File: src/ecpi_pkg.sv
// ----------------------------------------------------------------------------
// ecpi_pkg
// Shared widths and the beat record that travels down the cell chain.
// ----------------------------------------------------------------------------
`default_nettype none

package ecpi_pkg;

    localparam int CHAN_W  = 8;
    localparam int COLOR_W = 4 * CHAN_W;
    localparam int IDX_W   = 8;

    typedef struct packed {
        logic               valid;
        logic               first;
        logic [COLOR_W-1:0] color;
        logic               found;
        logic [IDX_W-1:0]   idx;
        logic               is_new;
    } beat_t;

endpackage

`default_nettype wire

File: src/ecpi_cell.sv
// ----------------------------------------------------------------------------
// ecpi_cell
// One palette slot: compares the passing beat, claims the slot if free.
// ----------------------------------------------------------------------------
`default_nettype none

module ecpi_cell #(
    parameter int CELL_INDEX = 0
) (
    input  wire logic          clk,
    input  wire logic          rst_n,
    input  wire logic          advance,
    input  ecpi_pkg::beat_t    beat_in,
    output ecpi_pkg::beat_t    beat_out,
    output logic               used
);
    import ecpi_pkg::*;

    logic               used_reg;
    logic               used_next;
    logic [COLOR_W-1:0] entry_reg;
    beat_t              beat_reg;
    beat_t              beat_next;
    logic               occupied;
    logic               hit;
    logic               claim;

    always_comb
    begin
        // start marker empties every slot it passes
        occupied  = used_reg && !beat_in.first;
        hit       = beat_in.valid && !beat_in.found && occupied
                    && (entry_reg == beat_in.color);
        claim     = beat_in.valid && !beat_in.found && !occupied;
        beat_next = beat_in;
        if (hit || claim)
        begin
            beat_next.found = 1'b1;
            beat_next.idx   = IDX_W'(CELL_INDEX);
        end
        if (claim)
        begin
            beat_next.is_new = 1'b1;
        end
        used_next = beat_in.valid ? (occupied || claim) : used_reg;
    end

    always_ff @(posedge clk or negedge rst_n)
    begin
        if (!rst_n)
        begin
            used_reg <= 1'b0;
            beat_reg <= '0;
        end
        else if (advance)
        begin
            used_reg <= used_next;
            beat_reg <= beat_next;
        end
    end

    always_ff @(posedge clk)
    begin
        if (advance && claim)
        begin
            entry_reg <= beat_in.color;
        end
    end

    assign beat_out = beat_reg;
    assign used     = used_reg;

endmodule

`default_nettype wire

File: config.mk
export PLATFORM = sky130hd
export DESIGN_NAME = ecpi_cell
export DESIGN_NICKNAME = d
export VERILOG_FILES = /design/src/ecpi_pkg.sv /design/src/ecpi_cell.sv
export SDC_FILE = /design/constraint.sdc
export NUM_CORES = 1
export LEC_CHECK = 0
export ABC_CLOCK_PERIOD_IN_PS = 4600
export BUFFER_PORTS_ARGS = -buffer_cell sky130_fd_sc_hd__buf_2
export CORE_MARGIN = 3
export CORE_UTILIZATION = 50
export CTS_CLUSTER_DIAMETER = 30
export DETAILED_ROUTE_END_ITERATION = 8
export PLACE_DENSITY = 0.78
export SETUP_SLACK_MARGIN = 0.5
export SYNTH_ARGS = -nofsm -noshare
export SYNTH_HDL_FRONTEND = slang
export SYNTH_SLANG_ARGS = --single-unit
File: constraint.sdc
create_clock -name clk -period 4.6 [get_ports clk]
set_input_delay 0.23 -clock clk [delete_from_list [all_inputs] [get_ports clk]]
set_output_delay 0.23 -clock clk [all_outputs]
set_load 0.01 [all_outputs]
### Word level (Yosys, flattened, before mapping)

Index checks and enable logic that the tools add are counted.

| word-level totals | value |
|---|---|
| bits in registers | 77 |
| logic and storage cells | 23 |

| operators by class | value |
|---|---|
| equal/unequal tests | 1 |
| muxes and demuxes | 2 |
| reduce and logical (&&, ||, !) cells | 12 |

Operators with widths:

| operator | count |
|---|---|
| == test 32 bit | 1 |
| two-way mux 9 bit | 1 |
| logical AND 1 bit | 6 |
| zero test 1 bit | 3 |
| logical OR 1 bit | 2 |
| AND reduction 2 bit | 1 |
| two-way mux 1 bit | 1 |

### Longest topological paths before layout

| logic depth | value |
|---|---|
| depth in word-level cells | 6 |
| depth in mapped cells | 5 |
| depth with buffers taken out | 5 |

### Worst setup path after synthesis

Ideal clock, no wire load.

| timing | value |
|---|---|
| path kind | input port to flip-flop |
| from | input port advance |
| to | register entry_reg[0] (enable) |
| library setup time | 0.461 ns |
| arrival time | 2.911 ns |
| data required time | 4.139 ns |
| setup slack | 1.227 ns |
| stages | 3 |
| buffers on the path | 1 |
| cell sequence | buf_2 > clkinv_1 > nor3_1 |

| between the ends | value |
|---|---|
| longest elaborated chain between the ends | 1 |

RTL lines:

| what | line | text |
|---|---|---|
| from (decl) | ecpi_cell.sv:12 | `input wire logic advance,` |
| logical AND 1 bit | ecpi_cell.sv:64 | `if (advance && claim)` |
| to (signal assigned) | ecpi_cell.sv:66 | `entry_reg <= beat_in.color;` |
| to (decl) | ecpi_cell.sv:21 | `logic [COLOR_W-1:0] entry_reg;` |

Every way passes these cells.
A chain may end at the register's enable or synchronous reset.

### Final worst setup path

| timing | value |
|---|---|
| from | input port advance |
| to | register entry_reg[13] (enable) |

The elaborated chain is that of the path after synthesis.

==> impl_metrics.csv <==
group,metric,value,unit
power_and_ir_drop,leakagePower,1.58,nW
clock_tree,cts_buffer_depth,2,
clock_tree,cts_resized,0,
timing,max_freq,486,MHz
yosys,avgSynthCellArea,16.6,µm²
clock_tree,tritoncts,"done",
yosys,ys_seq_area_frac,0.696,
worst_setup_path,path_class,"input port to register",
yosys,netlist_area,3000,µm²
route,firstDrtPassIters,4,
timing,rsz0062_at_grt,"false",
yosys,synth_common_cells,"45 x dfrtp_1, 33 x mux2_2, 32 x edfxtp_1, 31 x xnor2_1, 8 x a22o_1",
timing,period_minus_slack,2060,ps
power_and_ir_drop,irDropWorstVdd,0.217,mV
route,vias,1830,
worst_hold_path,min_path_type,"input port to async pin",
clock_tree,cts_made_buffers,9,
yosys,synth_top_area_frac,0.375,
worst_setup_path,reg2reg_slack,2970,ps
floorplan,design.core.area,5640,µm²
yosys,synth-edff-count,32,
layout,utilization,0.660,
timing,slew_headroom,0.344,
worst_setup_path,cp-end-kind,"register",
layout,seq_area,2090,µm²
clock_tree,cts_root_buffer,"clkbuf_8",
floorplan,die_y,83.5,µm
yosys,synth_cells,181,
yosys,async_reset_ff_frac,0.584,
floorplan,die-width,83.5,µm
grt,antenna_found_initial,0,
grt,grt_pass1_vias,1937,
route,drc,0,
worst_setup_path,reg2reg_from,"entry_reg[6]",
placed_design,port-buffer-count,91,
timing,finalHoldViolCount,0,
yosys,yosysTopAreaCell,"dfrtp_1",
route,drt_iter0_drc,95,
clock_tree,clock_latency,340,ps
power_and_ir_drop,power,1.44,mW
floorplan,start_util,0.532,
route,wl,5.57,mm
floorplan,rows,27,
yosys,synthTopCellsByArea,"dfrtp_1 38%, edfxtp_1 32%, mux2_2 12%, xnor2_1 9.1%, a22o_1 2.3%",
worst_setup_path,worstRegToRegCells,5,
grt,grt_pass1_wl,9.54,mm
yosys,synth_fp_nets,228,
worst_setup_path,crit_path_start_kind,"input port",
layout,multi_input_area,888,µm²
layout,drive_above_1_share,0.505,
worst_setup_path,critPathMaxFanout,40,
placed_design,gp_congestion,0.763,
timing,skew,8.32,ps
floorplan,die_area,6960,µm²
placed_design,dp_slack,2180,ps
route,viasPerCell,5.13,
grt,grt_max_degree,46,
yosys,ys.flop_type,"dfrtp_1",
timing,setup_violations,0,
yosys,synth_cell_types,22,
clock_tree,cts_hold_buf,0,
outcome,status,"finished clean",
timing,slew_viol_final,0,
yosys,synth-warning-count,0,
layout,synthToLayoutAreaGrowth,24.2,%
placed_design,dpl_cell_area,3540,µm²
clock_tree,clk_pin_slew_worst_paths,80,ps
route,route.detailed.wl_per_inst,15.6,µm
layout,diodes,0,
timing,fin_setup_tns,0,ps
yosys,ys_ff_latch,77,
grt,grt_usage,0.172,
clock_tree,cts_setup_buffers,0,
placed_design,dp_hpwl,3.99,mm
floorplan,ios,92,
layout,fill_cells,414,
worst_setup_path,worstPathArrival,2050,ps
clock_tree,htreeDepth,3,
job,cap_violations,0,
clock_tree,cts.sinks,77,
timing,max_slew.worst_pin.slew,985,ps
yosys,synth.most_common_cell,"dfrtp_1",
grt,grt_remaining_overflow,0,
route,ant_nets,0,
worst_setup_path,timing.rr.end,"beat_out[7]",
layout,nets,327,
layout,design_area,3720,µm²
timing,fin_crit_sh,0.448,
worst_setup_path,cp.required,4590,ps
layout,largest_reg_flops,44,
timing,final.setup.worst_slack,2540,ps
power_and_ir_drop,p_per_area,386,nW/µm²
-- logic make-up after synthesis --
group                  Yosys count  synth area share
flip-flops                      77             0.696
multiplexers                    33             0.124
XOR/XNOR                        32            0.0935
AND/OR/NAND/NOR                 18            0.0371
AO/OA/AOI/OAI                   14            0.0400
buffers and inverters            7           0.00959
-- power breakdown --
group	internal, mW	switching, mW
Sequential	0.766	0.0229
Clock	0.226	0.240
Combinational	0.0901	0.0930
Total	1.08	0.356
-- worst max-delay path, stage by stage --
cell and delay [ps]:
buf_2 650, clkinv_1 480, nor3_2 260, buf_4 400
-- through the flow --
stage | std cells | hold WS, ps
after floorplan | 181 | -65.6
after global placement | 341 | 440
after detailed placement | 341 | 442
after CTS | 357 | 66.4
after global routing | 357 | 70.2
final | 357 | 49.1
-- layout make-up --
cell class / count / area share
clock buffers: 10 / 0.0400
multi-input cells: 97 / 0.239
flip-flops and latches: 77 / 0.560
repair buffers: 92 / 0.124
well taps: 72 / 0.0242
clock inverters: 6 / 0.00941
inverters: 3 / 0.00302
-- worst max-delay path by stage --
stage	start	endpoint	slack [ps]	cells after the start
finish	advance	entry_reg[13]	2540	4
global route	advance	entry_reg[13]	2390	4
CTS	advance	entry_reg[3]	2540	4
detailed placement	advance	entry_reg[30]	2180	4
global placement	advance	entry_reg[23]	2220	4
floorplan	advance	entry_reg[0]	1230	3
-- cell usage in the layout (no fill, tap or decap), types with 2 or more instances in the layout --
master / instances
buf_2: 91
dfrtp_1: 45
mux2_2: 33
edfxtp_1: 32
xnor2_1: 31
clkbuf_8: 9
a22o_1: 8
nand4_1: 7
clkinv_2: 4
nand2_1: 3
o21ai_0: 3
inv_1: 2
nor3_1: 2
nand3_1: 2
-- routing by layer --
metal	track usage	share of wire
met4	0.0731	0.014
met5	0	0
met2	0.252	0.45
met1	0.236	0.45
met3	0.0582	0.084
(Power assumes the default switching activity.)
