## config.mk

```make
export PLATFORM = sky130hd
export DESIGN_NAME = ecpi_tail_flat
export DESIGN_NICKNAME = d
export VERILOG_FILES = /design/src/ecpi_pkg.sv /design/src/ecpi_result_if.sv /design/src/ecpi_tail.sv /design/src/flat_wrapper.sv
export SDC_FILE = /design/constraint.sdc
export NUM_CORES = 1
export LEC_CHECK = 0
export ABC_AREA = 1
export BUFFER_PORTS_ARGS = -buffer_cell sky130_fd_sc_hd__buf_2
export CAP_MARGIN = 20
export CORE_MARGIN = 2
export CORE_UTILIZATION = 31
export CTS_CLUSTER_DIAMETER = 120
export CTS_CLUSTER_SIZE = 28
export DETAILED_ROUTE_END_ITERATION = 10
export PLACE_DENSITY = 0.8
export SYNTH_ARGS = -nofsm -noshare
export SYNTH_HDL_FRONTEND = slang
export SYNTH_SLANG_ARGS = --single-unit
```

## constraint.sdc

```tcl
create_clock -name clk -period 2 [get_ports clk]
set_clock_uncertainty 0.1 [all_clocks]
set_input_delay 0.4 -clock clk [delete_from_list [all_inputs] [get_ports clk]]
set_output_delay 0.4 -clock clk [all_outputs]
set_load 0.02 [all_outputs]
```

## src/ecpi_pkg.sv

```systemverilog
// ----------------------------------------------------------------------------
// ecpi_pkg
// Shared widths and the beat record that travels down the cell chain.
// ----------------------------------------------------------------------------
`default_nettype none

package ecpi_pkg;

    localparam int CHAN_W  = 8;
    localparam int COLOR_W = 4 * CHAN_W;
    localparam int IDX_W   = 8;

    typedef struct packed {
        logic               valid;
        logic               first;
        logic [COLOR_W-1:0] color;
        logic               found;
        logic [IDX_W-1:0]   idx;
        logic               is_new;
    } beat_t;

endpackage

`default_nettype wire

```

## src/ecpi_result_if.sv

```systemverilog
// ----------------------------------------------------------------------------
// ecpi_result_if
// Result channel: valid/ready handshake with palette index and flags.
// ----------------------------------------------------------------------------
`default_nettype none

interface ecpi_result_if;

    logic       valid;
    logic       ready;
    logic [7:0] color_index;
    logic       is_new_entry;
    logic       overflowed;

    modport source (
        output valid, color_index, is_new_entry, overflowed,
        input  ready
    );

    modport sink (
        input  valid, color_index, is_new_entry, overflowed,
        output ready
    );

endinterface

`default_nettype wire

```

## src/ecpi_tail.sv

```systemverilog
// ----------------------------------------------------------------------------
// ecpi_tail
// Output register: sticky overflow and forcing of overflowed results.
// ----------------------------------------------------------------------------
`default_nettype none

module ecpi_tail (
    input  wire logic       clk,
    input  wire logic       rst_n,
    input  wire logic       advance,
    input  ecpi_pkg::beat_t beat_in,
    ecpi_result_if.source   result
);
    import ecpi_pkg::*;

    logic             valid_reg;
    logic             ovf_reg;
    logic             ovf_next;
    logic [IDX_W-1:0] idx_reg;
    logic             new_reg;

    // unfound at the end of the chain means the palette was full
    assign ovf_next = (ovf_reg && !beat_in.first) || !beat_in.found;

    always_ff @(posedge clk or negedge rst_n)
    begin
        if (!rst_n)
        begin
            valid_reg <= 1'b0;
            ovf_reg   <= 1'b0;
        end
        else if (advance)
        begin
            valid_reg <= beat_in.valid;
            if (beat_in.valid)
            begin
                ovf_reg <= ovf_next;
            end
        end
    end

    always_ff @(posedge clk)
    begin
        if (advance && beat_in.valid)
        begin
            idx_reg <= ovf_next ? '0 : beat_in.idx;
            new_reg <= beat_in.is_new && !ovf_next;
        end
    end

    assign result.valid        = valid_reg;
    assign result.color_index  = idx_reg;
    assign result.is_new_entry = new_reg;
    assign result.overflowed   = ovf_reg;

endmodule

`default_nettype wire

```

## src/flat_wrapper.sv

```systemverilog
// flat-port wrapper written by rule: the top's interface ports become plain ports
module ecpi_tail_flat import ecpi_pkg::*;
  (clk, rst_n, advance, beat_in, result_valid, result_color_index, result_is_new_entry, result_overflowed, result_ready);
  ecpi_result_if result_i ();
  input  wire logic clk;
  input  wire logic rst_n;
  input  wire logic advance;
  input  ecpi_pkg::beat_t beat_in;
  output wire logic [$bits(result_i.valid)-1:0] result_valid;
  output wire logic [$bits(result_i.color_index)-1:0] result_color_index;
  output wire logic [$bits(result_i.is_new_entry)-1:0] result_is_new_entry;
  output wire logic [$bits(result_i.overflowed)-1:0] result_overflowed;
  input wire logic [$bits(result_i.ready)-1:0] result_ready;
  assign result_valid = result_i.valid;
  assign result_color_index = result_i.color_index;
  assign result_is_new_entry = result_i.is_new_entry;
  assign result_overflowed = result_i.overflowed;
  assign result_i.ready = result_ready;
  ecpi_tail u_core (.clk(clk), .rst_n(rst_n), .advance(advance), .beat_in(beat_in), .result(result_i));
endmodule
```

==> Word level (Yosys, flattened, before mapping) <==
Cells that the tools add are included.
{ "word_totals": {"in_bits": 48, "latch_bits": 0, "romBits": 0, "register_bits": 11, "out_inout_bits": 11, "elab_cells": 12, "n_memories": 0, "ramBits": 0} }
{ "op_classes": {"reduce_logical": 8, "mul": 0, "bitwise": 0, "magnitude_cmp": 0, "n_mux": 0, "n_addsub": 0, "eq_ne": 0, "div": 0, "shift": 0} }
{ "op_table": {"columns": ["operator", "count"], "rows": [
  ["$logic_and 1x1->1", 3],
  ["$logic_not 1->1", 3],
  ["$reduce_and 2->1", 1],
  ["$logic_or 1x1->1", 1]
]} }

==> Depth between registers and ports, before layout <==
{ "depth": {"word_depth": 5, "ltp_mapped": 5, "depth_no_buf": 5} }

==> Least setup slack after synthesis <==
Ideal clock, no wire load.
{ "synth_timing": {"path_type": "input port to flip-flop", "start": "in advance", "end": "reg u_core.idx_reg[0] (netlist: u_core.result.color_index[0]) (enable)", "cell_stages": 2, "slack_ns": 0.877, "setup_ns": 0.336, "path_buffers": 0, "arrival_time_ns": 0.687, "t_required_ns": 1.564, "cell_sequence": "nand2_1 > inv_1"} }
{ "synth_between": {"elab_chain_len": 1} }
{ "synth_lines": {"columns": ["element", "line", "source"], "rows": [
  ["start, declared", "flat_wrapper.sv:7", "input wire logic advance;"],
  ["$logic_and 1x1->1", "ecpi_tail.sv:44", "if (advance && beat_in.valid)"],
  ["end signal, assigned", "ecpi_tail.sv:46", "idx_reg <= ovf_next ? '0 : beat_in.idx;"],
  ["end, declared", "ecpi_tail.sv:19", "logic [IDX_W-1:0] idx_reg;"]
]} }
Every way passes these cells.
A chain may end at the register's enable or synchronous reset.

==> Worst setup path in the final report <==
{ "layout_timing": {"start": "reg u_core.ovf_reg (netlist: u_core.result.overflowed)", "end": "out result_overflowed"} }
{ "layout_lines": {"columns": ["element", "line", "source"], "rows": [
  ["start, declared", "ecpi_tail.sv:17", "logic ovf_reg;"],
  ["start signal, assigned", "ecpi_tail.sv:37", "ovf_reg <= ovf_next;"],
  ["end, declared", "flat_wrapper.sv:12", "output wire logic [$bits(result_i.overflowed)-1:0] result_overflowed;"]
]} }
No word-level cell between the ends.

==> reports/summary.md <==
In the layout the commonest cells are sky130_fd_sc_hd__buf_2 (25), sky130_fd_sc_hd__inv_1 (12), sky130_fd_sc_hd__nor2_1 (9), sky130_fd_sc_hd__edfxtp_1 (9). Compared with the post-synthesis result, the final layout area differs by 40.79%. The setup slack on the worst flop-to-flop path was 1020 ps; the post-route total power was 0.0004883 W.

In the final layout, flip-flops and latches occupy 320.3 sq um. In the routed layout, each cell is associated on average with a via count of 4.000. The run gives 76.32 sq um as the multi-input logic area. The post-detailed-routing wire length was 737 um. For the data required time of the worst path, the log shows 1500 ps.

For the number of antenna violations at the first check in global routing, the log shows 0. TritonCTS built the clock tree. The top fanout value on the critical path is 3, and the number of buffers created by CTS is 3.

Proportion of layout cells with a drive suffix above 1: 46.38%. Sum of net half-perimeters after detailed placement: 577.1 um. The arrival time reported for the critical path endpoint is 830 ps. The tools report the type of destination of the critical path as a primary output.

The final-layout worst hold slack was 251.3 ps. Global-route congestion overflow total: 0. Tracing the worst setup path back leads to its startpoint at u_core.result.overflowed. Final count of hold timing violations: 0.

Entering global routing, the biggest net connects 11 pins. The count of buffer and inverter cells on the critical path was 1. The largest single stage delay on the critical path is 410 ps. The all-layer global routing usage was 9.472%; the transition at the pin with the smallest max-transition slack was 374.8 ps. The number of violations reported at the end of detailed-routing iteration 0 is 7.

The number of flip-flops in the largest register was 8; the mapped cell area was 441.7 sq um. Counting the fill cells in the layout gives 131. The worst reg2reg path endpoint is u_core.result.color_index[7]. The launching element type of the critical path is a register. Clock tree synthesis found a total of 11 sinks.

The worst hold-check path type was in -> reg. The flow ran to the end, and the final reports show no timing, DRC or antenna violations. Counting every net in the synthesized netlist gives 87.

Counting along the longest clock path gives a buffer depth of 2. The signal on the critical path passes through buf_2. The worst register-to-register path has a depth of 3.

The synthesized design contains 11 register bits. The post-route minimum period came out at 1331 ps. Setup repair after global routing left no endpoint under its margin. CTS clock-pin slew for the worst setup and hold paths: 70 ps. The maximum level of the CTS H-tree is 1, and the maximum clock rate is 751.1 MHz. For the count of vias placed by the detailed router, the log shows 336. For the remaining routing DRC violations, the log shows 0.

The initial utilization of the core area, before any placement, comes to 33.52%. The routed wire length per instance works out to 8.774 um. The x dimension of the die is 41.75 um, and the clock latency on the worst-skew pair is 260 ps.

The overall die area came out at 0.001743 sq mm. In this run the most critical hold path is launched from advance. The final critical path takes up 66.57% of the cycle. Setup violations remaining at the end of the flow were counted as 0. VDD sags by at most 0.0004052 V. The tools report the leakage component of the power as 0.3350 nW.

The run gives 59 as the number of placed I/O pins. For the antenna diode count, the log shows 0. The tools report the critical register-to-register path startpoint as u_core.result.overflowed. The tool flagged a number of max-cap violations equal to 0.

Core outline area: 0.001318 sq mm. The classification of the worst setup path is reg -> out. The most common cell after layout, fill and taps aside was sky130_fd_sc_hd__buf_2.

The pre-antenna-repair detailed-routing pass consisted of 4 iterations. In this run the tool buffered the top-level ports with 25 buffer cells. On the critical path, the stage with the largest delay is an instance of sky130_fd_sc_hd__dfrtp_1.

The average cell area after synthesis came out at 11.32 sq um. Total negative slack: 0 ps. After synthesis, the netlist uses 8 different library cells. After technology mapping, the gate count stands at 39. The tree is rooted in a sky130_fd_sc_hd__clkbuf_4. The portion of the post-synthesis area used by sequential elements is 72.52%. The endpoint of the worst hold-timing path is u_core.result.valid. After layout, the worst setup slack is 668.6 ps. Routability-driven placement finished with a final weighted congestion of 0.6301. Post-place setup slack: 688.2 ps. The number of rows created at floorplan was 13; the wire length of the first global-routing pass was 1242 um. The final number of max-transition violations was 0; the relative max-transition margin was 74.99%. At the end of the flow, the number of nets in the layout was 118. Along the worst hold path, the cell count comes to 2. In this run the vertical extent of the chip is 41.75 um.

The number of global-route vias before repair was 323; the remaining antenna violation count was 0. The top cell family by delay on the critical path is flip-flops. In this run the power density over the cells is 785.3 mW/mm^2. The tools report the number of warning messages in the yosys log as 0.
==> Yosys cell counts <==
cell                       count  area share [%]
sky130_fd_sc_hd__nand2_4       1             2.5
sky130_fd_sc_hd__inv_1        12              10
sky130_fd_sc_hd__nor2_1        9             7.6
sky130_fd_sc_hd__nand2_1       2             1.7
sky130_fd_sc_hd__dfrtp_1       2              11
sky130_fd_sc_hd__edfxtp_1      9              61
sky130_fd_sc_hd__nand2_2       3             4.2
sky130_fd_sc_hd__o21ai_0       1             1.1
==> what timing repair did <==
action | in CTS | in global routing
buffers inserted | 0 | 0
gates resized for setup | 0 | 0
hold buffers | 1 | 0
hold endpoints to repair | 2 | 0
==> layer usage <==
layer | global-route usage, % | wire length [um]
met1 | 10.19 | 268
met2 | 15.94 | 369
met3 | 5.652 | 99
met4 | 1.935 | 0
met5 | 0 | 0
==> area by class of cell <==
class	instances	area share [%]
clock buffers	4	4.225
inverters	12	7.243
multi-input cells	16	12.27
flip-flops and latches	11	51.51
well taps	15	3.018
repair buffers	26	21.73
==> stage by stage <==
stage / cell area (sq um) / instances / utilization [%]
3_3_place_gp: 585.6 / 79 / 44.44
2_1_floorplan: 441.7 / 39 / -
3_5_place_dp: 585.6 / 79 / 44.44
4_1_cts: 621.8 / 84 / 47.20
6_report: 621.8 / 84 / 47.20
5_1_grt: 621.8 / 84 / 47.20
==> where the power goes <==
part | switching (W) | internal (W)
logic | 0.0000449 | 0.0000285
clock network | 0.0000691 | 0.0000769
registers | 0.00000527 | 0.000264
total | 0.000119 | 0.000369
==> worst max-delay path by stage <==
stage,endpoint,cells past startpoint,slack [ps]
finish,result_overflowed,1,670
global route,result_overflowed,1,620
CTS,result_overflowed,1,660
detailed placement,u_core.result.color_index[1],3,690
global placement,u_core.result.color_index[0],3,710
floorplan,u_core.result.color_index[0],2,880
==> cells by family after synthesis <==
logic type             share of synthesized area (%)
buffers and inverters                          10.20
AOI/OAI and AO/OA                              1.132
and+or+nand+nor                                16.15
DFF                                            72.52
No activity file was read; power rests on OpenSTA's default activity.
